<file path="config.mk">
export PLATFORM = sky130hd
export DESIGN_NAME = debounced_key_scan_reporter_unit
export DESIGN_NICKNAME = d
export VERILOG_FILES = /design/src/rtl/dkr_pkg.sv /design/src/rtl/debounced_key_scan_reporter_unit.sv /design/src/rtl/dkr_lane.sv /design/src/rtl/dkr_report.sv /design/src/rtl/dkr_keymap.sv
export SDC_FILE = /design/constraint.sdc
export NUM_CORES = 1
export LEC_CHECK = 0
export ABC_AREA = 1
export ABC_CLOCK_PERIOD_IN_PS = 8200
export BUFFER_PORTS_ARGS = -buffer_cell sky130_fd_sc_hd__buf_4
export CAP_MARGIN = 5
export CORE_UTILIZATION = 30
export DETAILED_ROUTE_END_ITERATION = 10
export SYNTH_ARGS = -nofsm -noshare
export SYNTH_HDL_FRONTEND = slang
export SYNTH_HIERARCHICAL = 1
export SYNTH_SLANG_ARGS = --single-unit
</file>
<file path="constraint.sdc">
create_clock -name clock -period 8.2 [get_ports clock]
set_input_delay 0.41 -clock clock [delete_from_list [all_inputs] [get_ports clock]]
set_output_delay 0.41 -clock clock [all_outputs]
set_load 0.02 [all_outputs]
</file>
<file path="src/rtl/dkr_pkg.sv">
// shared types, constants and keymap defaults for the debounced key scan reporter
`timescale 1ns / 1ps
package dkr_pkg;

   localparam int DEF_KEY_COUNT        = 13;
   localparam int DEF_DEBOUNCE_SAMPLES = 50;
   localparam int DEF_LAYOUT_COUNT     = 4;

   localparam int LINE_WIDTH  = 13;
   localparam int KEY_OUT_W   = 4;
   localparam int CODE_W      = 8;
   localparam int MAP_ADDR_W  = 8;

   localparam logic [7:0]        IDLE_STEP     = 8'd5;
   localparam logic [CODE_W-1:0] FALLBACK_CODE = 8'd4;
   localparam logic [CODE_W-1:0] FIRST_KEY_BASE = 8'd30;
   localparam logic [CODE_W-1:0] OTHER_KEY_CODE = 8'd41;
   localparam logic [CODE_W-1:0] BASE_CODE [7] = '{8'd0, 8'd15, 8'd4, 8'd28, 8'd18, 8'd24, 8'd23};

   localparam logic FUNC_SCAN      = 1'b0;
   localparam logic FUNC_MAP_WRITE = 1'b1;

   localparam logic CSR_IDLE_RATE  = 1'b0;
   localparam logic CSR_LAYOUT_SEL = 1'b1;

   typedef struct packed {
      logic                  func;
      logic [LINE_WIDTH-1:0] key_lines;
      logic                  timer_tick;
      logic                  host_ready;
      logic [1:0]            map_layout;
      logic [3:0]            map_key;
      logic [CODE_W-1:0]     map_code;
   } req_type;

   typedef struct packed {
      logic [KEY_OUT_W-1:0] key_index;
      logic [CODE_W-1:0]    usage_code;
   } rsp_type;

   typedef struct packed {
      logic                  wr_en;
      logic                  rd_en;
      logic                  use_map;
      logic [MAP_ADDR_W-1:0] addr;
      logic [CODE_W-1:0]     wr_code;
      logic [CODE_W-1:0]     alt_code;
   } map_access_type;

   function automatic logic [CODE_W-1:0] default_code(input int layout_idx, input int key_idx);
      logic [CODE_W-1:0] code;
      if (key_idx == 0) begin
         code = FIRST_KEY_BASE + CODE_W'(layout_idx);
      end else if (key_idx < 7) begin
         code = BASE_CODE[key_idx];
      end else begin
         code = OTHER_KEY_CODE;
      end
      return code;
   endfunction

endpackage

</file>
<file path="src/rtl/debounced_key_scan_reporter_unit.sv">
// top level of the debounced key scan reporter
// Usage: each request on req_* is either a scan cycle carrying the active-low
// key line samples, timer tick and host ready flag, or a keymap entry write.
// A scan request yields zero or one report on rsp_* (key number and usage
// code); a keymap write yields none. csr_* writes idle_rate (index 0) and
// the layout select (index 1); the user must write them only while the block is idle, which the block does not enforce.
// Pipeline: an accepted request is registered with the lane counters; the merge
// stage then feeds the keymap read and the output register together.
// Throughput: one request per cycle unless a held report stalls it; every lane
// counter updates in the cycle its scan request is taken and the merge stage keeps pace.
// Reset: counters, last key, pending flag and idle countdown clear, idle_rate
// goes to 0, the layout select to 1 and the keymap reads its default layouts.
// Stall: while rsp_stall holds a waiting report, the whole pipeline holds and
// req_stall is raised; otherwise a new request enters while the report leaves.
`timescale 1ns / 1ps
module debounced_key_scan_reporter_unit
   import dkr_pkg::*;
#(
   parameter int KEY_COUNT        = DEF_KEY_COUNT,
   parameter int DEBOUNCE_SAMPLES = DEF_DEBOUNCE_SAMPLES,
   parameter int LAYOUT_COUNT     = DEF_LAYOUT_COUNT
) (
   input  logic       clock,
   input  logic       reset,
   input  logic       req_valid,
   output logic       req_stall,
   input  req_type    req_data,
   output logic       rsp_valid,
   input  logic       rsp_stall,
   output rsp_type    rsp_data,
   input  logic       csr_wr_en,
   input  logic       csr_index,
   input  logic [7:0] csr_wdata
);

   localparam int KEY_W = $clog2(KEY_COUNT + 1);

   logic                 advance;
   logic                 accept;
   logic                 lane_update;
   logic [KEY_COUNT-1:0] pressed;
   logic                 s1_valid_ff;
   req_type              s1_req_ff;
   logic                 out_valid_ff;
   logic                 out_valid_in;
   logic [KEY_W-1:0]     out_key_ff;
   logic [7:0]           idle_rate_ff;
   logic [2:0]           layout_sel_ff;
   logic                 emit;
   logic [KEY_W-1:0]     key_cur;
   map_access_type       map_access;
   logic [CODE_W-1:0]    usage_code;

   assign advance     = !(out_valid_ff && rsp_stall);
   assign req_stall   = !advance;
   assign accept      = req_valid && advance;
   assign lane_update = accept && (req_data.func == FUNC_SCAN);

   // configuration registers
   always_ff @(posedge clock) begin
      if (reset) begin
         idle_rate_ff  <= '0;
         layout_sel_ff <= 3'd1;
      end else if (csr_wr_en) begin
         case (csr_index)
            CSR_IDLE_RATE: begin
               idle_rate_ff <= csr_wdata;
            end
            CSR_LAYOUT_SEL: begin
               layout_sel_ff <= csr_wdata[2:0];
            end
            default: begin
            end
         endcase
      end
   end

   for (genvar i = 0; i < KEY_COUNT; i++) begin : g_lane
      logic sample_low;
      if (i < LINE_WIDTH) begin : g_line
         assign sample_low = !req_data.key_lines[i];
      end else begin : g_no_line
         assign sample_low = 1'b0;
      end
      dkr_lane #(
         .DEBOUNCE_SAMPLES(DEBOUNCE_SAMPLES)
      ) u_lane (
         .clock     (clock),
         .reset     (reset),
         .update_en (lane_update),
         .sample_low(sample_low),
         .pressed   (pressed[i])
      );
   end

   always_ff @(posedge clock) begin
      if (reset) begin
         s1_valid_ff <= 1'b0;
      end else if (advance) begin
         s1_valid_ff <= accept;
      end
   end

   always_ff @(posedge clock) begin
      if (accept) begin
         s1_req_ff <= req_data;
      end
   end

   dkr_report #(
      .KEY_COUNT   (KEY_COUNT),
      .LAYOUT_COUNT(LAYOUT_COUNT)
   ) u_report (
      .clock     (clock),
      .reset     (reset),
      .commit_en (advance && s1_valid_ff),
      .req_s1    (s1_req_ff),
      .pressed   (pressed),
      .idle_rate (idle_rate_ff),
      .layout_sel(layout_sel_ff),
      .emit      (emit),
      .key_cur   (key_cur),
      .map_access(map_access)
   );

   dkr_keymap #(
      .KEY_COUNT   (KEY_COUNT),
      .LAYOUT_COUNT(LAYOUT_COUNT)
   ) u_keymap (
      .clock     (clock),
      .reset     (reset),
      .map_access(map_access),
      .usage_code(usage_code)
   );

   assign out_valid_in = s1_valid_ff && (s1_req_ff.func == FUNC_SCAN) && emit;

   always_ff @(posedge clock) begin
      if (reset) begin
         out_valid_ff <= 1'b0;
      end else if (advance) begin
         out_valid_ff <= out_valid_in;
      end
   end

   always_ff @(posedge clock) begin
      if (advance) begin
         out_key_ff <= key_cur;
      end
   end

   assign rsp_valid           = out_valid_ff;
   assign rsp_data.key_index  = KEY_OUT_W'(out_key_ff);
   assign rsp_data.usage_code = usage_code;

endmodule

</file>
<file path="src/rtl/dkr_lane.sv">
// one key lane: saturating count of consecutive low samples
`timescale 1ns / 1ps
module dkr_lane
   import dkr_pkg::*;
#(
   parameter int DEBOUNCE_SAMPLES = DEF_DEBOUNCE_SAMPLES
) (
   input  logic clock,
   input  logic reset,
   input  logic update_en,
   input  logic sample_low,
   output logic pressed
);

   localparam int CNT_W = $clog2(DEBOUNCE_SAMPLES + 1);
   localparam logic [CNT_W-1:0] CNT_MAX = CNT_W'(DEBOUNCE_SAMPLES);

   logic [CNT_W-1:0] count_ff;
   logic [CNT_W-1:0] count_in;

   always_comb begin
      if (!sample_low) begin
         count_in = '0;
      end else if (count_ff < CNT_MAX) begin
         count_in = count_ff + CNT_W'(1);
      end else begin
         count_in = count_ff;
      end
   end

   always_ff @(posedge clock) begin
      if (reset) begin
         count_ff <= '0;
      end else if (update_en) begin
         count_ff <= count_in;
      end
   end

   assign pressed = (count_ff == CNT_MAX);

endmodule

</file>
<file path="src/rtl/dkr_report.sv">
// merge stage: key priority, change detect, idle repeat timer and report decision
`timescale 1ns / 1ps
module dkr_report
   import dkr_pkg::*;
#(
   parameter int KEY_COUNT    = DEF_KEY_COUNT,
   parameter int LAYOUT_COUNT = DEF_LAYOUT_COUNT,
   localparam int KEY_W       = $clog2(KEY_COUNT + 1)
) (
   input  logic                 clock,
   input  logic                 reset,
   input  logic                 commit_en,
   input  req_type              req_s1,
   input  logic [KEY_COUNT-1:0] pressed,
   input  logic [7:0]           idle_rate,
   input  logic [2:0]           layout_sel,
   output logic                 emit,
   output logic [KEY_W-1:0]     key_cur,
   output map_access_type       map_access
);

   logic [KEY_W-1:0] last_key_ff;
   logic [KEY_W-1:0] last_key_in;
   logic             pending_ff;
   logic             pending_in;
   logic [7:0]       countdown_ff;
   logic [7:0]       countdown_in;
   logic             scan_commit;
   logic             pend_key;
   logic             pend_all;
   logic             lay_ok;
   logic             map_wr_ok;

   always_comb begin
      key_cur = '0;
      for (int k = 3; k >= 1; k--) begin
         if (k <= KEY_COUNT) begin
            if (pressed[k-1]) begin
               key_cur = KEY_W'(k);
            end
         end
      end
      for (int k = KEY_COUNT; k >= 4; k--) begin
         if (pressed[k-1]) begin
            key_cur = KEY_W'(k);
         end
      end
   end

   assign scan_commit = commit_en && (req_s1.func == FUNC_SCAN);
   assign pend_key    = pending_ff || (key_cur != last_key_ff);

   always_comb begin
      countdown_in = countdown_ff;
      pend_all     = pend_key;
      if (req_s1.timer_tick && (idle_rate != 8'd0)) begin
         if (countdown_ff >= IDLE_STEP) begin
            countdown_in = countdown_ff - IDLE_STEP;
         end else begin
            countdown_in = idle_rate;
            pend_all     = 1'b1;
         end
      end
   end

   assign emit        = pend_all && req_s1.host_ready;
   assign pending_in  = pend_all && !req_s1.host_ready;
   assign last_key_in = key_cur;

   always_ff @(posedge clock) begin
      if (reset) begin
         last_key_ff  <= '0;
         pending_ff   <= 1'b0;
         countdown_ff <= '0;
      end else if (scan_commit) begin
         last_key_ff  <= last_key_in;
         pending_ff   <= pending_in;
         countdown_ff <= countdown_in;
      end
   end

   assign lay_ok    = (int'(layout_sel) >= 1) && (int'(layout_sel) <= LAYOUT_COUNT);
   assign map_wr_ok = (int'(req_s1.map_layout) < LAYOUT_COUNT) &&
                      (int'(req_s1.map_key) < KEY_COUNT);

   always_comb begin
      map_access.wr_en    = commit_en && (req_s1.func == FUNC_MAP_WRITE) && map_wr_ok;
      map_access.rd_en    = scan_commit;
      map_access.use_map  = (key_cur != '0) && lay_ok;
      map_access.wr_code  = req_s1.map_code;
      map_access.addr     = '0;
      map_access.alt_code = '0;
      if (req_s1.func == FUNC_MAP_WRITE) begin
         map_access.addr = MAP_ADDR_W'(int'(req_s1.map_layout) * KEY_COUNT +
                                       int'(req_s1.map_key));
      end else if (map_access.use_map) begin
         map_access.addr = MAP_ADDR_W'((int'(layout_sel) - 1) * KEY_COUNT +
                                       int'(key_cur) - 1);
      end
      if (key_cur == '0) begin
         map_access.alt_code = '0;
      end else if (!lay_ok) begin
         map_access.alt_code = FALLBACK_CODE;
      end else begin
         map_access.alt_code = default_code(int'(layout_sel) - 1, int'(key_cur) - 1);
      end
   end

endmodule

</file>
<file path="src/rtl/dkr_keymap.sv">
// keymap memory with per-entry written bits over the default layouts
`timescale 1ns / 1ps
module dkr_keymap
   import dkr_pkg::*;
#(
   parameter int KEY_COUNT    = DEF_KEY_COUNT,
   parameter int LAYOUT_COUNT = DEF_LAYOUT_COUNT
) (
   input  logic              clock,
   input  logic              reset,
   input  map_access_type    map_access,
   output logic [CODE_W-1:0] usage_code
);

   localparam int MAP_SIZE = KEY_COUNT * LAYOUT_COUNT;
   localparam int ADDR_W   = (MAP_SIZE > 1) ? $clog2(MAP_SIZE) : 1;

   logic [CODE_W-1:0] map_mem [MAP_SIZE];
   logic [MAP_SIZE-1:0] map_valid_ff;
   logic [ADDR_W-1:0] addr;
   logic [CODE_W-1:0] rd_data_ff;
   logic [CODE_W-1:0] alt_code_ff;
   logic              hit_ff;

   assign addr = map_access.addr[ADDR_W-1:0];

   always_ff @(posedge clock) begin
      if (map_access.wr_en) begin
         map_mem[addr] <= map_access.wr_code;
      end
      if (map_access.rd_en) begin
         rd_data_ff  <= map_mem[addr];
         alt_code_ff <= map_access.alt_code;
         hit_ff      <= map_access.use_map && map_valid_ff[addr];
      end
   end

   always_ff @(posedge clock) begin
      if (reset) begin
         map_valid_ff <= '0;
      end else if (map_access.wr_en) begin
         map_valid_ff[addr] <= 1'b1;
      end
   end

   assign usage_code = hit_ff ? rd_data_ff : alt_code_ff;

endmodule

</file>
Word level (Yosys, flattened, before mapping)
Memories as Yosys holds them, arrays and structs flattened. A register that Yosys moved wholly into a read port is not among the register bits.
Cells that the tools add are included.
- register bits: 186
- bits in writable memories: 416
- bits in read-only memories: 64
- input port bits: 44
- output and inout bits: 14
- logic and storage cells: 205
- memories: 2
- memory list (name ; words ; bits a word ; rd ports ; clocked after memory_dff ; wr ports ; line ; source):
    u_keymap.map_mem ; 52 ; 8 ; 1 ; 1 ; 1 ; dkr_keymap.sv:18 ; logic [CODE_W-1:0] map_mem [MAP_SIZE];
    (no name shown) ; 8 ; 8 ; 1 ; 0 ; 0 ; dkr_pkg.sv:55 ; code = BASE_CODE[key_idx];
- add/subtract/negate cells: 20
- $mul: 2
- order comparisons: 21
- eq/ne operators: 14
- muxes and demuxes: 56
- bitwise logic cells: 6
- reductions and logical operators: 53
- operator list (kind ; count):
    $mux W6 ; 28
    $add A6 B1 Y6 const B ; 13
    $eq A6 B6 Y1 const B ; 13
    $lt A6 B6 Y1 const B ; 13
    $or A52 B52 Y52 ; 1
    $mux W4 ; 12
    $mux W8 ; 6
    $ge A32 B4 Y1 const B ; 1
    $logic_not A32 Y1 ; 1
    $lt A32 B4 Y1 const B ; 1
    $mul A32 B5 Y6 const B ; 1
    $not A32 Y32 ; 1
    $reduce_and A2 Y1 ; 16
    $reduce_bool A2 Y1 ; 13
    $logic_and A1 B1 Y1 ; 16
    $add A6 B5 Y6 ; 2
    $add A5 B8 Y8 const A ; 1
    $ge A8 B3 Y1 const B ; 1
    $reduce_bool A8 Y1 ; 1
    $sub A8 B3 Y8 const B ; 1
    $lt A6 B7 Y1 const B ; 1
    $bmux W1 S6 ; 1
    $demux W1 S6 ; 1
    $ge A6 B1 Y1 const B ; 1
    17 further kinds ; 26

Longest topological paths before layout
- word-level depth: 23
- gate-level depth with buffers: 36
- mapped depth without buffers: 36

Modules after synthesis
The synthesis kept the hierarchy.
- modules (own cells, without submodules) (module ; instances ; cells an instance ; area each (sq um) ; sequential area each (sq um)):
    dkr_keymap ; 1 ; 1822 ; 19698.9 ; 14043.5
    dkr_lane ; 13 ; 58 ; 372.9 ; 120.1
    dkr_report ; 1 ; 336 ; 2326.0 ; 260.2
    debounced_key_scan_reporter_unit ; 1 ; 129 ; 1624.1 ; 1281.2

Worst setup path after synthesis
OpenSTA, ideal clock, no wires.
- path type: reg2reg
- start point: register g_lane[6].u_lane.count_ff[0]
- end point: memory u_keymap.map_mem[16][0] (enable)
- library setup time: 0.374 ns
- data arrival time: 4.743 ns
- required time: 7.826 ns
- setup slack: 3.083 ns
- stages on the path, launching flop included: 22
- path buffers: 0
- period minus slack after synthesis: 5.117 ns
- cells stage by stage: dfxtp_1 > inv_1 > ha_1 > nand2_1 > nor2_1 > nor4_4 > nand2_2 > xor2_1 > ha_1 > inv_1 > fa_1 > inv_1 > fa_1 > inv_1 > ha_1 > fa_1 > nand3_1 > o21ai_0 > inv_2 > nor3_4 > inv_2 > nor2_1
- RTL lines (element ; line ; source):
    start, declared ; dkr_lane.sv:18 ; logic [CNT_W-1:0] count_ff;
    start signal, assigned ; dkr_lane.sv:35 ; count_ff <= count_in;
    end, declared ; dkr_keymap.sv:18 ;

==> impl_metrics.yaml <==
sta:
  tightest_slew_ns: 1.08
  relSlewSlack_pct: 28.1
  slew_viol_final: 0
  skew_ns: 0.0251
  finalSetupTns_ns: 0
  hold_viol_final: 0
  fin_crit_sh_pct: 76.9
  whs_ns: 0.0309
  min_period_ns: 6.30
  setup_viol: 0
  rsz0062_at_grt: "no"
  fmax_mhz: 159
route:
  drt_iter0_markers: 1694
  drt_pass1_iterations: 5
  viasPerCell: 4.68
  antenna_left: 0
  wl_per_cell_um: 16.7
  vias: 20500
  drcViolationCount: 0
  wirelength_mm: 72.9
synthesis:
  syn_area_per_cell_sq_um: 9.29
  synth_area_sq_mm: 0.0280
  synth_cells: 3009
  yosys_warnings: 6
flow_run:
  max_cap_viol_count: 0
setup_path:
  cp.arrival_ns: 6.54
  setup.worst_path.class: "reg -> reg"
  required_ns: 8.43
  critPathMaxFanout: 9
  critPathCaptureType: "flip-flop"
  critPathLaunchType: "flip-flop"
cells_and_area:
  post-route-util_pct: 34.9
  fin_area_sq_mm: 0.0321
  nFillCells: 9409
  num_antenna_cells: 0
  fin_nets: 3188
  area.growth.synth_to_final_pct: 14.9
  drive_gt1_share_pct: 10.1
grt:
  grt_max_degree: 215
  grt-ovfl-total: 0
  grtUsageTotal_pct: 15.4
  grt_first_pass_wirelength_mm: 112
  antenna_found_initial: 0
  grt_pass1_vias: 19900
clock_tree:
  cts_hold_buf: 16
  cts-buffers-inserted: 70
  htree_num_levels: 3
  clk_path_buf_depth: 3
  post-cts-setup-buffer-count: 0
  clk_pin_slew_worst_paths_ns: 0.05
  clkLatencyLatePin_ns: 0.61
  cts_num_sinks: 610
  cts_tree: "done"
  cts-root-buf: "clkbuf_16"
  cts_resized: 0
floorplanning:
  num_rows: 111
  fp.dieH_um: 307
  core_area_sq_mm: 0.0919
  dieArea_sq_mm: 0.0944
  num_io_pins: 58
  die_w_um: 307
  initial_utilization_pct: 30.4
place:
  placed_area_sq_mm: 0.0296
  place.gp.congestion: 0.875
  io_buffers: 57
  dp_hpwl_mm: 45.3
power:
  ir_drop_uv: 154
  pwr_density_cell_mw_per_mm2: 225
  leakage_nw: 12.0
  power_mw: 7.21
worst_hold_path:
  hp-class: "in -> reg"
status:
  status: "finished clean"
worst max-delay path, cell delays in order, from the launching register on:
cell and delay (ns):
dfxtp_1 0.35, inv_1 0.08, ha_1 0.20, nand2_1 0.06, nor2_1 0.06, nor4_4 0.33, nand2_2 0.20, xor2_1 0.18
ha_1 0.28, inv_1 0.05, fa_1 0.53, inv_1 0.05, fa_1 0.50, inv_1 0.04, ha_1 0.19, fa_1 0.38
xnor2_1 0.13, o21ai_1 0.70, inv_2 0.06, nor3_2 0.62, inv_2 0.26, nor2_1 0.66
per-layer routing:
metal  wire, um  part of all wire [%]  track usage (%)
met1      31700                    44             20.2
met2      34200                    47             25.5
met3       5100                   7.0             2.79
met4       1870                   2.6             4.95
met5          0                     0                0
worst paths after layout:
path | cells after the start | from | slack (ns) | end
worst max-delay path | 21 | g_lane[6].u_lane/count_ff[0] | 1.90 | u_keymap/map_mem[35][3]
worst min-delay path | 1 | req_data[12] | 0.03 | s1_req_ff[12]
worst max register to register | 21 | g_lane[6].u_lane/count_ff[0] | 1.90 | u_keymap/map_mem[35][3]
worst min register to register | 2 | u_keymap/map_valid_ff[7] | 0.47 | u_keymap/map_valid_ff[7]
layout by cell type (no fill, tap or decap), types with 29 or more instances in the layout:
cell / n
inv_1: 224
a21oi_1: 232
inv_2: 29
clkbuf_16: 74
ha_1: 61
nand3_1: 70
dfxtp_1: 156
o21ai_0: 151
nor2_2: 30
nand2_1: 906
nor2_1: 404
buf_4: 78
edfxtp_1: 454
per-stage QoR:
| step | setup WS [ns] | std cells |
|---|---|---|
| after floorplan | 3.10 | 3010 |
| after global placement | 1.97 | 4231 |
| after detailed placement | 1.90 | 4231 |
| after CTS | 1.96 | 4376 |
| after global routing | 1.50 | 4376 |
| final | 1.90 | 4376 |
state kept, by name, indices dropped and copies added, names as in the netlist:
| name | count |
|---|---|
| g_lane.u_lane/count_ff | 78 |
| idle_rate_ff | 8 |
| layout_sel_ff | 3 |
| out_key_ff | 4 |
| rsp_valid | 1 |
| s1_req_ff | 17 |
| s1_valid_ff | 1 |
| u_keymap/alt_code_ff | 8 |
| u_keymap/hit_ff | 1 |
| u_keymap/map_mem | 416 |
| u_keymap/map_valid_ff | 52 |
| u_keymap/rd_data_ff | 8 |
| u_report/countdown_ff | 8 |
| u_report/last_key_ff | 4 |
| u_report/pending_ff | 1 |
layout make-up:
class	count	area [sq um]	share of cell area, %
clock buffer	96	2020	6.30
clock inverter	33	320	0.998
inverter	257	975	3.04
multi-input combinational	2042	9710	30.3
sequential	610	16800	52.2
tap	1243	1560	4.84
timing repair buffer	95	766	2.38
report_power, final:
| part | switching [mW] | internal [mW] | leakage, nW | total, mW |
|---|---|---|---|---|
| sequential | 0.0146 | 3.34 | 5.37 | 3.36 |
| clock | 1.25 | 1.90 | 1.15 | 3.15 |
| combinational | 0.522 | 0.186 | 5.47 | 0.708 |
Power figures use the tool's default switching activity.
